File: src/sv/assert_macros.svh
// Assertion helpers shared by the RTL modules.
// Both expect a clock named clk and an active-low synchronous reset named rst_n.
`ifndef ASSERT_MACROS_SVH
`define ASSERT_MACROS_SVH

// Same-cycle implication.
`define ASSERT_NOW(label, ante, cons, msg) \
  label: assert property (@(posedge clk) disable iff (!rst_n) (ante) |-> (cons)) \
    else $error(msg);

// Next-cycle implication.
`define ASSERT_NEXT(label, ante, cons, msg) \
  label: assert property (@(posedge clk) disable iff (!rst_n) (ante) |=> (cons)) \
    else $error(msg);

`endif

File: src/sv/pcss_pkg.sv
package pcss_pkg;

  localparam int TICK_BITS_DEF  = 24;
  localparam int GROUP_SIZE_DEF = 4;

  localparam int CH_W     = 4;
  localparam int TICKS_W  = 24;
  localparam int SLOT_W   = 2;
  localparam int DUTY_W   = 10;
  localparam int FREQ_W   = 26;
  localparam int PRESC_W  = 17;
  localparam int THR_W    = 10;

  // Shared divider: quotient register and step counter widths
  localparam int DIV_QW   = 27;
  localparam int DIV_SW   = 5;

  localparam logic [DIV_QW-1:0] TIMER_CLOCK = DIV_QW'(72000000);
  localparam int                PERMILLE    = 1000;

  localparam logic [PRESC_W-1:0] PRESC_RST = PRESC_W'(1);
  localparam logic [THR_W-1:0]   THR_RST   = THR_W'(500);

  localparam int CFG_IDX_W = 2;
  localparam logic [CFG_IDX_W-1:0] CFG_PRESCALE  = 2'd0;
  localparam logic [CFG_IDX_W-1:0] CFG_THRESHOLD = 2'd1;

  typedef struct packed {
    logic [CH_W-1:0]    channel;
    logic               high_phase_ended;
    logic [TICKS_W-1:0] ticks;
  } in_item_t;

  typedef struct packed {
    logic [SLOT_W-1:0] pwm_slot;
    logic [DUTY_W-1:0] duty_permille;
    logic [FREQ_W-1:0] frequency_hz;
    logic              from_remote;
  } out_item_t;

  typedef struct packed {
    logic [PRESC_W-1:0] prescale;
    logic [THR_W-1:0]   select_threshold;
  } cfg_regs_t;

  typedef enum logic [3:0] {
    ST_IDLE,
    ST_MUL,
    ST_DUTY_GO,
    ST_DUTY_WAIT,
    ST_FRQ1_GO,
    ST_FRQ1_WAIT,
    ST_FRQ2_GO,
    ST_FRQ2_WAIT,
    ST_EMIT
  } seq_state_t;

endpackage

File: src/sv/pcss_div.sv
module pcss_div #(
  parameter int DW = pcss_pkg::TICK_BITS_DEF + 1
) (
  input  logic                        clk,
  input  logic                        rst_n,
  input  logic                        start,
  input  logic [DW-1:0]               rem_init,
  input  logic [pcss_pkg::DIV_QW-1:0] dividend,
  input  logic [pcss_pkg::DIV_SW-1:0] steps,
  input  logic [DW-1:0]               divisor,
  output logic                        done,
  output logic [pcss_pkg::DIV_QW-1:0] quotient
);

  `include "assert_macros.svh"

  localparam int QW = pcss_pkg::DIV_QW;
  localparam int SW = pcss_pkg::DIV_SW;

  logic [DW-1:0] rem_r, rem_nxt;
  logic [QW-1:0] sr_r, sr_nxt;
  logic [QW-1:0] q_r, q_nxt;
  logic [DW-1:0] div_r, div_nxt;
  logic [SW-1:0] cnt_r, cnt_nxt;
  logic          busy_r, busy_nxt;
  logic          done_r, done_nxt;

  logic [DW:0] trial;
  logic [DW:0] dvx;
  logic [DW:0] diff;
  logic        ge;

  // one restoring step: shift in the next dividend bit, subtract if it fits
  assign trial = {rem_r, sr_r[QW-1]};
  assign dvx   = {1'b0, div_r};
  assign diff  = trial - dvx;
  assign ge    = trial >= dvx;

  always_comb begin
    rem_nxt  = rem_r;
    sr_nxt   = sr_r;
    q_nxt    = q_r;
    div_nxt  = div_r;
    cnt_nxt  = cnt_r;
    busy_nxt = busy_r;
    done_nxt = 1'b0;
    if (start) begin
      rem_nxt  = rem_init;
      sr_nxt   = dividend;
      q_nxt    = '0;
      div_nxt  = divisor;
      cnt_nxt  = steps;
      busy_nxt = 1'b1;
    end else if (busy_r) begin
      rem_nxt = ge ? diff[DW-1:0] : trial[DW-1:0];
      sr_nxt  = {sr_r[QW-2:0], 1'b0};
      q_nxt   = {q_r[QW-2:0], ge};
      cnt_nxt = cnt_r - SW'(1);
      if (cnt_r == SW'(1)) begin
        busy_nxt = 1'b0;
        done_nxt = 1'b1;
      end
    end
  end

  always_ff @(posedge clk) begin
    if (!rst_n) begin
      busy_r <= 1'b0;
      done_r <= 1'b0;
      cnt_r  <= '0;
    end else begin
      busy_r <= busy_nxt;
      done_r <= done_nxt;
      cnt_r  <= cnt_nxt;
    end
  end

  always_ff @(posedge clk) begin
    rem_r <= rem_nxt;
    sr_r  <= sr_nxt;
    q_r   <= q_nxt;
    div_r <= div_nxt;
  end

  assign done     = done_r;
  assign quotient = q_r;

  `ASSERT_NOW(a_start_idle, start, !busy_r, "divider started while busy")
  `ASSERT_NOW(a_done_after_busy, done_r, $past(busy_r), "done without a running division")
  `ASSERT_NOW(a_busy_count, busy_r, cnt_r != '0, "divider busy with no steps left")

endmodule

File: src/sv/pcss_seq.sv
module pcss_seq #(
  parameter int TICK_BITS  = pcss_pkg::TICK_BITS_DEF,
  parameter int GROUP_SIZE = pcss_pkg::GROUP_SIZE_DEF
) (
  input  logic                clk,
  input  logic                rst_n,
  input  pcss_pkg::cfg_regs_t cfg,
  input  logic                in_valid,
  output logic                in_stall,
  input  pcss_pkg::in_item_t  in_data,
  output logic                out_valid,
  input  logic                out_stall,
  output pcss_pkg::out_item_t out_data
);

  `include "assert_macros.svh"

  localparam int TW    = TICK_BITS;
  localparam int DW    = TICK_BITS + 1;
  localparam int PW    = TICK_BITS + pcss_pkg::DUTY_W;
  localparam int NCH   = 2 * GROUP_SIZE + 1;
  localparam int IW    = $clog2(NCH);
  localparam int QW    = pcss_pkg::DIV_QW;
  localparam int SW    = pcss_pkg::DIV_SW;
  localparam int CW    = pcss_pkg::CH_W;
  localparam int DTW   = pcss_pkg::DUTY_W;
  localparam int FW    = pcss_pkg::FREQ_W;

  pcss_pkg::seq_state_t state_r, state_nxt;

  logic [TW-1:0]  high_r [NCH];
  logic [TW-1:0]  low_r  [NCH];
  logic [FW-1:0]  lead_freq_r [2];

  logic [TW-1:0]  hi_r, hi_nxt;
  logic [TW-1:0]  lo_r, lo_nxt;
  logic [CW-1:0]  ch_r, ch_nxt;
  logic [PW-1:0]  prod_r, prod_nxt;
  logic [DW-1:0]  period_r, period_nxt;
  logic [DTW-1:0] duty_r, duty_nxt;
  logic [QW-1:0]  q1_r, q1_nxt;
  logic           remote_r, remote_nxt;
  logic           out_valid_r, out_valid_nxt;
  pcss_pkg::out_item_t out_data_r, out_data_nxt;

  // time store write port
  logic           tw_en;
  logic [IW-1:0]  tw_idx;
  logic [TW-1:0]  tw_hi;
  logic [TW-1:0]  tw_lo;
  // leader frequency write port
  logic           lf_en;
  logic           lf_idx;
  logic [FW-1:0]  lf_val;

  logic           accept;
  logic           ch_ok;
  logic [IW-1:0]  idx;
  logic [TW-1:0]  tk;
  logic [TW-1:0]  new_hi;
  logic [TW-1:0]  new_lo;
  logic           complete;
  logic           is_remote;
  logic [CW-1:0]  pos;
  logic           out_free;

  logic           div_start;
  logic [DW-1:0]  div_rem;
  logic [QW-1:0]  div_dvd;
  logic [SW-1:0]  div_steps;
  logic [DW-1:0]  div_dvs;
  logic           div_done;
  logic [QW-1:0]  div_q;
  logic [pcss_pkg::PRESC_W-1:0] presc_eff;

  assign in_stall = (state_r != pcss_pkg::ST_IDLE);
  assign accept   = in_valid && !in_stall;
  assign ch_ok    = int'(in_data.channel) < NCH;
  assign idx      = IW'(in_data.channel);
  assign tk       = TW'(in_data.ticks);
  assign new_hi   = in_data.high_phase_ended ? tk : high_r[idx];
  assign new_lo   = in_data.high_phase_ended ? low_r[idx] : tk;
  assign complete = (new_hi != '0) && (new_lo != '0);

  // group and slot of the held channel; only meaningful for channels above zero
  assign is_remote = ch_r <= CW'(GROUP_SIZE);
  assign pos       = ch_r - CW'(1) - (is_remote ? CW'(0) : CW'(GROUP_SIZE));
  assign out_free  = !out_valid_r || !out_stall;
  assign presc_eff = (cfg.prescale == '0) ? pcss_pkg::PRESC_W'(1) : cfg.prescale;

  // divider operands per phase
  always_comb begin
    div_rem   = '0;
    div_dvd   = '0;
    div_steps = SW'(QW);
    div_dvs   = period_r;
    case (state_r)
      pcss_pkg::ST_DUTY_GO: begin
        // high*1000 < period*1024, so the upper part is already below the divisor
        div_rem   = {1'b0, prod_r[PW-1:DTW]};
        div_dvd   = {prod_r[DTW-1:0], (QW-DTW)'(0)};
        div_steps = SW'(DTW);
      end
      pcss_pkg::ST_FRQ1_GO: begin
        div_dvd = pcss_pkg::TIMER_CLOCK;
        div_dvs = DW'(presc_eff);
      end
      pcss_pkg::ST_FRQ2_GO: begin
        div_dvd = q1_r;
      end
      default: begin
      end
    endcase
  end

  always_comb begin
    state_nxt     = state_r;
    hi_nxt        = hi_r;
    lo_nxt        = lo_r;
    ch_nxt        = ch_r;
    prod_nxt      = prod_r;
    period_nxt    = period_r;
    duty_nxt      = duty_r;
    q1_nxt        = q1_r;
    remote_nxt    = remote_r;
    out_valid_nxt = out_valid_r && out_stall;
    out_data_nxt  = out_data_r;
    tw_en         = 1'b0;
    tw_idx        = idx;
    tw_hi         = new_hi;
    tw_lo         = new_lo;
    lf_en         = 1'b0;
    lf_idx        = is_remote;
    lf_val        = div_q[FW-1:0];
    div_start     = 1'b0;
    case (state_r)
      pcss_pkg::ST_IDLE: begin
        if (accept && ch_ok) begin
          tw_en  = 1'b1;
          hi_nxt = new_hi;
          lo_nxt = new_lo;
          ch_nxt = in_data.channel;
          if (complete) begin
            // period done: clear both times now, work from the held copy
            tw_hi     = '0;
            tw_lo     = '0;
            state_nxt = pcss_pkg::ST_MUL;
          end
        end
      end
      pcss_pkg::ST_MUL: begin
        prod_nxt   = PW'(hi_r) * PW'(pcss_pkg::PERMILLE);
        period_nxt = {1'b0, hi_r} + {1'b0, lo_r};
        state_nxt  = pcss_pkg::ST_DUTY_GO;
      end
      pcss_pkg::ST_DUTY_GO: begin
        div_start = 1'b1;
        state_nxt = pcss_pkg::ST_DUTY_WAIT;
      end
      pcss_pkg::ST_DUTY_WAIT: begin
        if (div_done) begin
          duty_nxt = div_q[DTW-1:0];
          if (ch_r == '0) begin
            remote_nxt = div_q[DTW-1:0] > cfg.select_threshold;
            state_nxt  = pcss_pkg::ST_IDLE;
          end else if (pos == '0) begin
            state_nxt = pcss_pkg::ST_FRQ1_GO;
          end else if (is_remote == remote_r) begin
            state_nxt = pcss_pkg::ST_EMIT;
          end else begin
            state_nxt = pcss_pkg::ST_IDLE;
          end
        end
      end
      pcss_pkg::ST_FRQ1_GO: begin
        div_start = 1'b1;
        state_nxt = pcss_pkg::ST_FRQ1_WAIT;
      end
      pcss_pkg::ST_FRQ1_WAIT: begin
        if (div_done) begin
          q1_nxt    = div_q;
          state_nxt = pcss_pkg::ST_FRQ2_GO;
        end
      end
      pcss_pkg::ST_FRQ2_GO: begin
        div_start = 1'b1;
        state_nxt = pcss_pkg::ST_FRQ2_WAIT;
      end
      pcss_pkg::ST_FRQ2_WAIT: begin
        if (div_done) begin
          lf_en     = 1'b1;
          state_nxt = (is_remote == remote_r) ? pcss_pkg::ST_EMIT : pcss_pkg::ST_IDLE;
        end
      end
      pcss_pkg::ST_EMIT: begin
        // hold until the output register can take the beat
        if (out_free) begin
          out_valid_nxt              = 1'b1;
          out_data_nxt.pwm_slot      = pos[pcss_pkg::SLOT_W-1:0];
          out_data_nxt.duty_permille = duty_r;
          out_data_nxt.frequency_hz  = lead_freq_r[is_remote];
          out_data_nxt.from_remote   = is_remote;
          state_nxt                  = pcss_pkg::ST_IDLE;
        end
      end
      default: begin
        state_nxt = pcss_pkg::ST_IDLE;
      end
    endcase
  end

  always_ff @(posedge clk) begin
    if (!rst_n) begin
      state_r     <= pcss_pkg::ST_IDLE;
      remote_r    <= 1'b0;
      out_valid_r <= 1'b0;
    end else begin
      state_r     <= state_nxt;
      remote_r    <= remote_nxt;
      out_valid_r <= out_valid_nxt;
    end
  end

  always_ff @(posedge clk) begin
    if (!rst_n) begin
      for (int i = 0; i < NCH; i++) begin
        high_r[i] <= '0;
        low_r[i]  <= '0;
      end
      lead_freq_r[0] <= '0;
      lead_freq_r[1] <= '0;
    end else begin
      if (tw_en) begin
        high_r[tw_idx] <= tw_hi;
        low_r[tw_idx]  <= tw_lo;
      end
      if (lf_en) begin
        lead_freq_r[lf_idx] <= lf_val;
      end
    end
  end

  always_ff @(posedge clk) begin
    hi_r       <= hi_nxt;
    lo_r       <= lo_nxt;
    ch_r       <= ch_nxt;
    prod_r     <= prod_nxt;
    period_r   <= period_nxt;
    duty_r     <= duty_nxt;
    q1_r       <= q1_nxt;
    out_data_r <= out_data_nxt;
  end

  pcss_div #(
    .DW(DW)
  ) u_div (
    .clk      (clk),
    .rst_n    (rst_n),
    .start    (div_start),
    .rem_init (div_rem),
    .dividend (div_dvd),
    .steps    (div_steps),
    .divisor  (div_dvs),
    .done     (div_done),
    .quotient (div_q)
  );

  assign out_valid = out_valid_r;
  assign out_data  = out_data_r;

  `ASSERT_NOW(a_done_in_wait, div_done, (state_r == pcss_pkg::ST_DUTY_WAIT) || (state_r == pcss_pkg::ST_FRQ1_WAIT) || (state_r == pcss_pkg::ST_FRQ2_WAIT), "divider result outside a wait phase")
  `ASSERT_NOW(a_duty_range, (state_r == pcss_pkg::ST_DUTY_WAIT) && div_done, div_q <= QW'(pcss_pkg::PERMILLE), "duty above 1000 per mille")
  `ASSERT_NEXT(a_emit_loads, (state_r == pcss_pkg::ST_EMIT) && out_free, out_valid_r && (state_r == pcss_pkg::ST_IDLE), "result not loaded when output free")

endmodule

File: src/sv/pwm_capture_source_switch_top.sv
// PWM capture with source switching. Each input beat is one edge event of one
// of 2*GROUP_SIZE+1 channels; the block keeps each channel's last high and low
// time and, once both are nonzero, computes duty (per mille) and, for a group
// leader, frequency with one shared restoring divider running one quotient bit
// per cycle. After a completing event in_stall stays high through a multiply
// and 10 duty steps for channel 0 or a non-leader, and also through two more
// 27-step frequency divisions for a group leader; where a result is emitted,
// an emit state then loads it and waits while the previous result waits on
// out_stall. A result sits in an output register, so a stalled result holds
// the block only when the next result is ready. Configuration (prescale,
// select_threshold) must be written through cfg_* only while the block is idle;
// the block itself does not enforce this, and cfg_ready is always high.
module pwm_capture_source_switch_top #(
  parameter int TICK_BITS  = pcss_pkg::TICK_BITS_DEF,
  parameter int GROUP_SIZE = pcss_pkg::GROUP_SIZE_DEF
) (
  input  logic                                clk,
  input  logic                                rst_n,
  input  logic                                in_valid,
  output logic                                in_stall,
  input  pcss_pkg::in_item_t                  in_data,
  output logic                                out_valid,
  input  logic                                out_stall,
  output pcss_pkg::out_item_t                 out_data,
  input  logic                                cfg_valid,
  output logic                                cfg_ready,
  input  logic [pcss_pkg::CFG_IDX_W-1:0]      cfg_index,
  input  logic [pcss_pkg::PRESC_W-1:0]        cfg_data
);

  pcss_pkg::cfg_regs_t cfg_r, cfg_nxt;

  assign cfg_ready = 1'b1;

  always_comb begin
    cfg_nxt = cfg_r;
    if (cfg_valid) begin
      case (cfg_index)
        pcss_pkg::CFG_PRESCALE:  cfg_nxt.prescale = cfg_data;
        pcss_pkg::CFG_THRESHOLD: cfg_nxt.select_threshold = cfg_data[pcss_pkg::THR_W-1:0];
        default: begin
        end
      endcase
    end
  end

  always_ff @(posedge clk) begin
    if (!rst_n) begin
      cfg_r.prescale         <= pcss_pkg::PRESC_RST;
      cfg_r.select_threshold <= pcss_pkg::THR_RST;
    end else begin
      cfg_r <= cfg_nxt;
    end
  end

  pcss_seq #(
    .TICK_BITS  (TICK_BITS),
    .GROUP_SIZE (GROUP_SIZE)
  ) u_seq (
    .clk       (clk),
    .rst_n     (rst_n),
    .cfg       (cfg_r),
    .in_valid  (in_valid),
    .in_stall  (in_stall),
    .in_data   (in_data),
    .out_valid (out_valid),
    .out_stall (out_stall),
    .out_data  (out_data)
  );

endmodule
File: config.mk
export PLATFORM = sky130hd
export DESIGN_NAME = pwm_capture_source_switch_top
export DESIGN_NICKNAME = d
export VERILOG_FILES = /design/src/sv/pcss_pkg.sv /design/src/sv/pcss_div.sv /design/src/sv/pcss_seq.sv /design/src/sv/pwm_capture_source_switch_top.sv
export VERILOG_INCLUDE_DIRS = /design/src /design/src/sv
export SDC_FILE = /design/constraint.sdc
export NUM_CORES = 2
export LEC_CHECK = 0
export BUFFER_PORTS_ARGS = -buffer_cell sky130_fd_sc_hd__buf_2
export CORE_MARGIN = 2
export CORE_UTILIZATION = 63
export CTS_BUF_LIST = sky130_fd_sc_hd__clkbuf_4 sky130_fd_sc_hd__clkbuf_8 sky130_fd_sc_hd__clkbuf_16
export CTS_CLUSTER_DIAMETER = 30
export CTS_CLUSTER_SIZE = 25
export DETAILED_ROUTE_END_ITERATION = 7
export GPL_TIMING_DRIVEN = 0
export PLACE_DENSITY = 0.85
export SLEW_MARGIN = 20
export SYNTH_ARGS = -nofsm -noshare
export SYNTH_HDL_FRONTEND = slang
export SYNTH_SLANG_ARGS = --single-unit
File: constraint.sdc
create_clock -name clk -period 13.2 [get_ports clk]
set_clock_uncertainty 0.1 [all_clocks]
set_input_delay 2.64 -clock clk [delete_from_list [all_inputs] [get_ports clk]]
set_output_delay 2.64 -clock clk [all_outputs]
set_load 0.01 [all_outputs]
==> impl_metrics.env <==
export IMPL_routed_via_count=36705
export IMPL_std_cell_rows=106
export IMPL_grt_pass1_vias=37324
export IMPL_dp_hpwl_um=101000
export IMPL_die_h_um=294
export IMPL_area_growth_syn_to_layout_pct=20.2
export IMPL_cp_arrival_ns=9.77
export IMPL_yosysWarnings=0
export IMPL_worst_hold_slack_ns=0.318
export IMPL_final_area_um2=63500
export IMPL_critPathLaunchType="input port"
export IMPL_ys_seq_area_share_pct=64.0
export IMPL_cp_common_cell="buf_2"
export IMPL_wire_per_inst_um=28.6
export IMPL_grt_pass1_wl_um=233000
export IMPL_worst_slew_pin_slew_ns=1.27
export IMPL_cp_cell_sequence="buf_2 -> buf_2 -> buf_2 -> buf_2 -> buf_1 -> clkbuf_1 -> mux2i_1 -> o22ai_1 -> nor3_1 -> o21ai_0 -> o22ai_1 -> nand3_1 -> o31ai_4 -> nor2_2 -> buf_6 -> clkbuf_1 -> nor2_1"
export IMPL_dp_cells=5270
export IMPL_worst_ir_drop_vdd_uv=142
export IMPL_finalCritPeriodShare_pct=70.8
export IMPL_clk_pin_slew_ns=0.06
export IMPL_slowest_stage="buf_1"
export IMPL_power_total_w=0.0120
export IMPL_fp_dieW_um=294
export IMPL_synth_cells=3731
export IMPL_synth_area_per_cell_um2=14.2
export IMPL_antenna_found_initial=10
export IMPL_hold_class="reg -> reg"
export IMPL_slew_headroom_pct=15.3
export IMPL_grt_max_degree=53
export IMPL_gr_total_overflow=0
export IMPL_num_nets_final=4658
export IMPL_utilization_pct=76.2
export IMPL_yosysTopAreaCell="edfxtp_1"
export IMPL_clock_fmax_ghz=0.107
export IMPL_firstDrtPassIters=8
export IMPL_core_um2=83300
export IMPL_grt_usage_pct=37.7
export IMPL_cp_data_required_time_ns=13.62
export IMPL_critPathKind="in -> reg"
export IMPL_cp_top_family="buffers and inverters"
export IMPL_antenna_left=0
export IMPL_io_pin_count=95
export IMPL_p_leak_nw=25.0
export IMPL_cts_root_buf="clkbuf_16"
export IMPL_port_buffers=91
export IMPL_drc=0
export IMPL_setup_viol=0
export IMPL_status="finished, final reports clean"
export IMPL_ys_ff_latch=1148
export IMPL_slew_violations=0
export IMPL_placed_cell_area_um2=56800
export IMPL_gp_congestion=0.962
export IMPL_cp_num_buf_inv=8
export IMPL_synth_flop_cell="edfxtp_1"
export IMPL_synth_common_cells="edfxtp_1 (1081), nor2_1 (563), inv_1 (242)"
export IMPL_synth_top_cells_by_area="edfxtp_1 (61%), mux4_2 (5.8%), nor2_1 (4.0%), mux2i_1 (3.6%), fa_1 (3.3%)"
export IMPL_fin_cells=5633
export IMPL_hold_buffers=0
export IMPL_end_kind="flop"
export IMPL_power_density_nw_per_um2=189
export IMPL_synth_most_common_cell="edfxtp_1"
export IMPL_max_stage_delay_ns=0.97
export IMPL_insertion_delay_ns=0.83
export IMPL_drive_gt1_share_pct=17.5
export IMPL_cts_htree_levels=4
export IMPL_critPathMaxFanout=10
export IMPL_vias_per_cell=6.52
export IMPL_ctsResizeCount=0
export IMPL_fp_dieArea_um2=86200
export IMPL_grt_setup_unrepaired="false"
export IMPL_dr_first_iter_drc_count=6260
export IMPL_cts_tree="done"
export IMPL_cts_buffers=192
export IMPL_cts_setup_buffers=0
export IMPL_synthDistinctLibCells=78
export IMPL_synth_area_um2=52800
export IMPL_synthArstFlopShare_pct=0
export IMPL_cts_sinks=1148
export IMPL_synth_edf_count=1081
export IMPL_start_util_pct=63.4
export IMPL_yosysTopAreaCellShare_pct=61.4
export IMPL_cap_violations=0
export IMPL_drt_total_wl_um=161000
export IMPL_min_period_ns=9.35
export IMPL_hold_viol_final=0
export IMPL_ctsLongestPathBuffers=3
[power breakdown]
group | total (W) | leakage [nW] | switching [W] | internal (W)
logic | 0.00238 | 10.5 | 0.00145 | 0.000930
registers | 0.00454 | 11.3 | 0.000126 | 0.00441
clock network | 0.00509 | 3.23 | 0.00187 | 0.00322
[path summary, 6_finish.rpt]
kind	startpoint	end	slack (ns)	depth (start not counted)
min	u_seq.duty_r[1]$_DFFE_PP_	u_seq.out_data[28]$_DFFE_PP_	0.32	0
max	in_data[26]	u_seq.high_r[12][21]$_DFFE_PP_	3.85	17
max reg2reg	u_seq.hi_r[5]$_DFFE_PP_	u_seq.prod_r[33]$_DFFE_PP_	7.18	17
min reg2reg	u_seq.duty_r[1]$_DFFE_PP_	u_seq.out_data[28]$_DFFE_PP_	0.32	0
[flip-flops by register name, indices dropped and copies added, names as in the netlist]
register              cells
u_seq.u_div.div_r        25
u_seq.lo_r               24
u_seq.q1_r               27
u_seq.low_r             384
u_seq.high_r            384
u_seq.u_div.quotient     27
u_seq.u_div.rem_r        25
u_seq.ch_r                4
u_seq.u_div.busy_r        1
u_seq.u_div.done          1
u_seq.lead_freq_r        52
u_seq.prod_r             31
u_seq.period_r           25
u_seq.state_r             4
u_seq.u_div.sr_r         27
cfg_r                    27
u_seq.remote_r            1
u_seq.out_valid           1
u_seq.out_data           39
u_seq.hi_r               24
u_seq.duty_r             10
u_seq.u_div.cnt_r         5
[cells by family after synthesis]
group	after synthesis	share of synthesized area (%)
other	2	0.0142
XOR/XNOR	69	1.14
multiplexers	392	10.8
buffers and inverters	475	3.70
AO/OA/AOI/OAI	440	5.63
flip-flops	1148	64.0
AND/OR/NAND/NOR	984	8.27
adder cells (fa/ha/maj)	221	6.48
[cells in the final DEF, fill, tap and decap left out, drive strengths merged, types with 17 or more instances in the layout]
| cell type | n |
|---|---|
| a21boi | 29 |
| a21o | 21 |
| a21oi | 80 |
| a22o | 19 |
| and2 | 66 |
| buf | 214 |
| bufinv | 22 |
| clkbuf | 362 |
| clkinv | 86 |
| clkinvlp | 22 |
| conb | 337 |
| dfxtp | 67 |
| edfxtp | 1081 |
| fa | 88 |
| ha | 133 |
| inv | 253 |
| mux2 | 65 |
| mux2i | 192 |
| mux4 | 135 |
| nand2 | 147 |
| nand2b | 19 |
| nand3 | 37 |
| nor2 | 584 |
| nor2b | 33 |
| nor3 | 21 |
| o211ai | 17 |
| o21a | 23 |
| o21ai | 83 |
| o22ai | 53 |
| xnor2 | 53 |
[metrics by stage]
stage	setup TNS [ns]	worst slack, ns
floorplan	0	1.95
global placement	-1100.83	-3.98
detailed placement	0	3.92
CTS	0	4.51
global route	0	4.07
finish	0	3.85
[metal layers]
| metal | vias up | track usage, % | routed length, µm |
|---|---|---|---|
| met4 | 16 | 26.9 | 14100 |
| met2 | 3430 | 57.9 | 72300 |
| met1 | 17513 | 44.0 | 50200 |
| li1 | 14679 | - | - |
| met5 | - | 1.08 | 272 |
| met3 | 1067 | 14.0 | 24100 |
[layout make-up]
class	instances	area, µm²
Sequential cell	1148	33800
Tap cell	1080	1350
Clock inverter	138	1590
Antenna cell	3	7.51
Timing Repair Buffer	124	1210
Buffer	230	1050
Inverter	245	920
Multi-Input combinational cell	2443	18500
Fill cell	4380	19800
Clock buffer	222	5080
No activity file was read; power rests on OpenSTA's default activity.
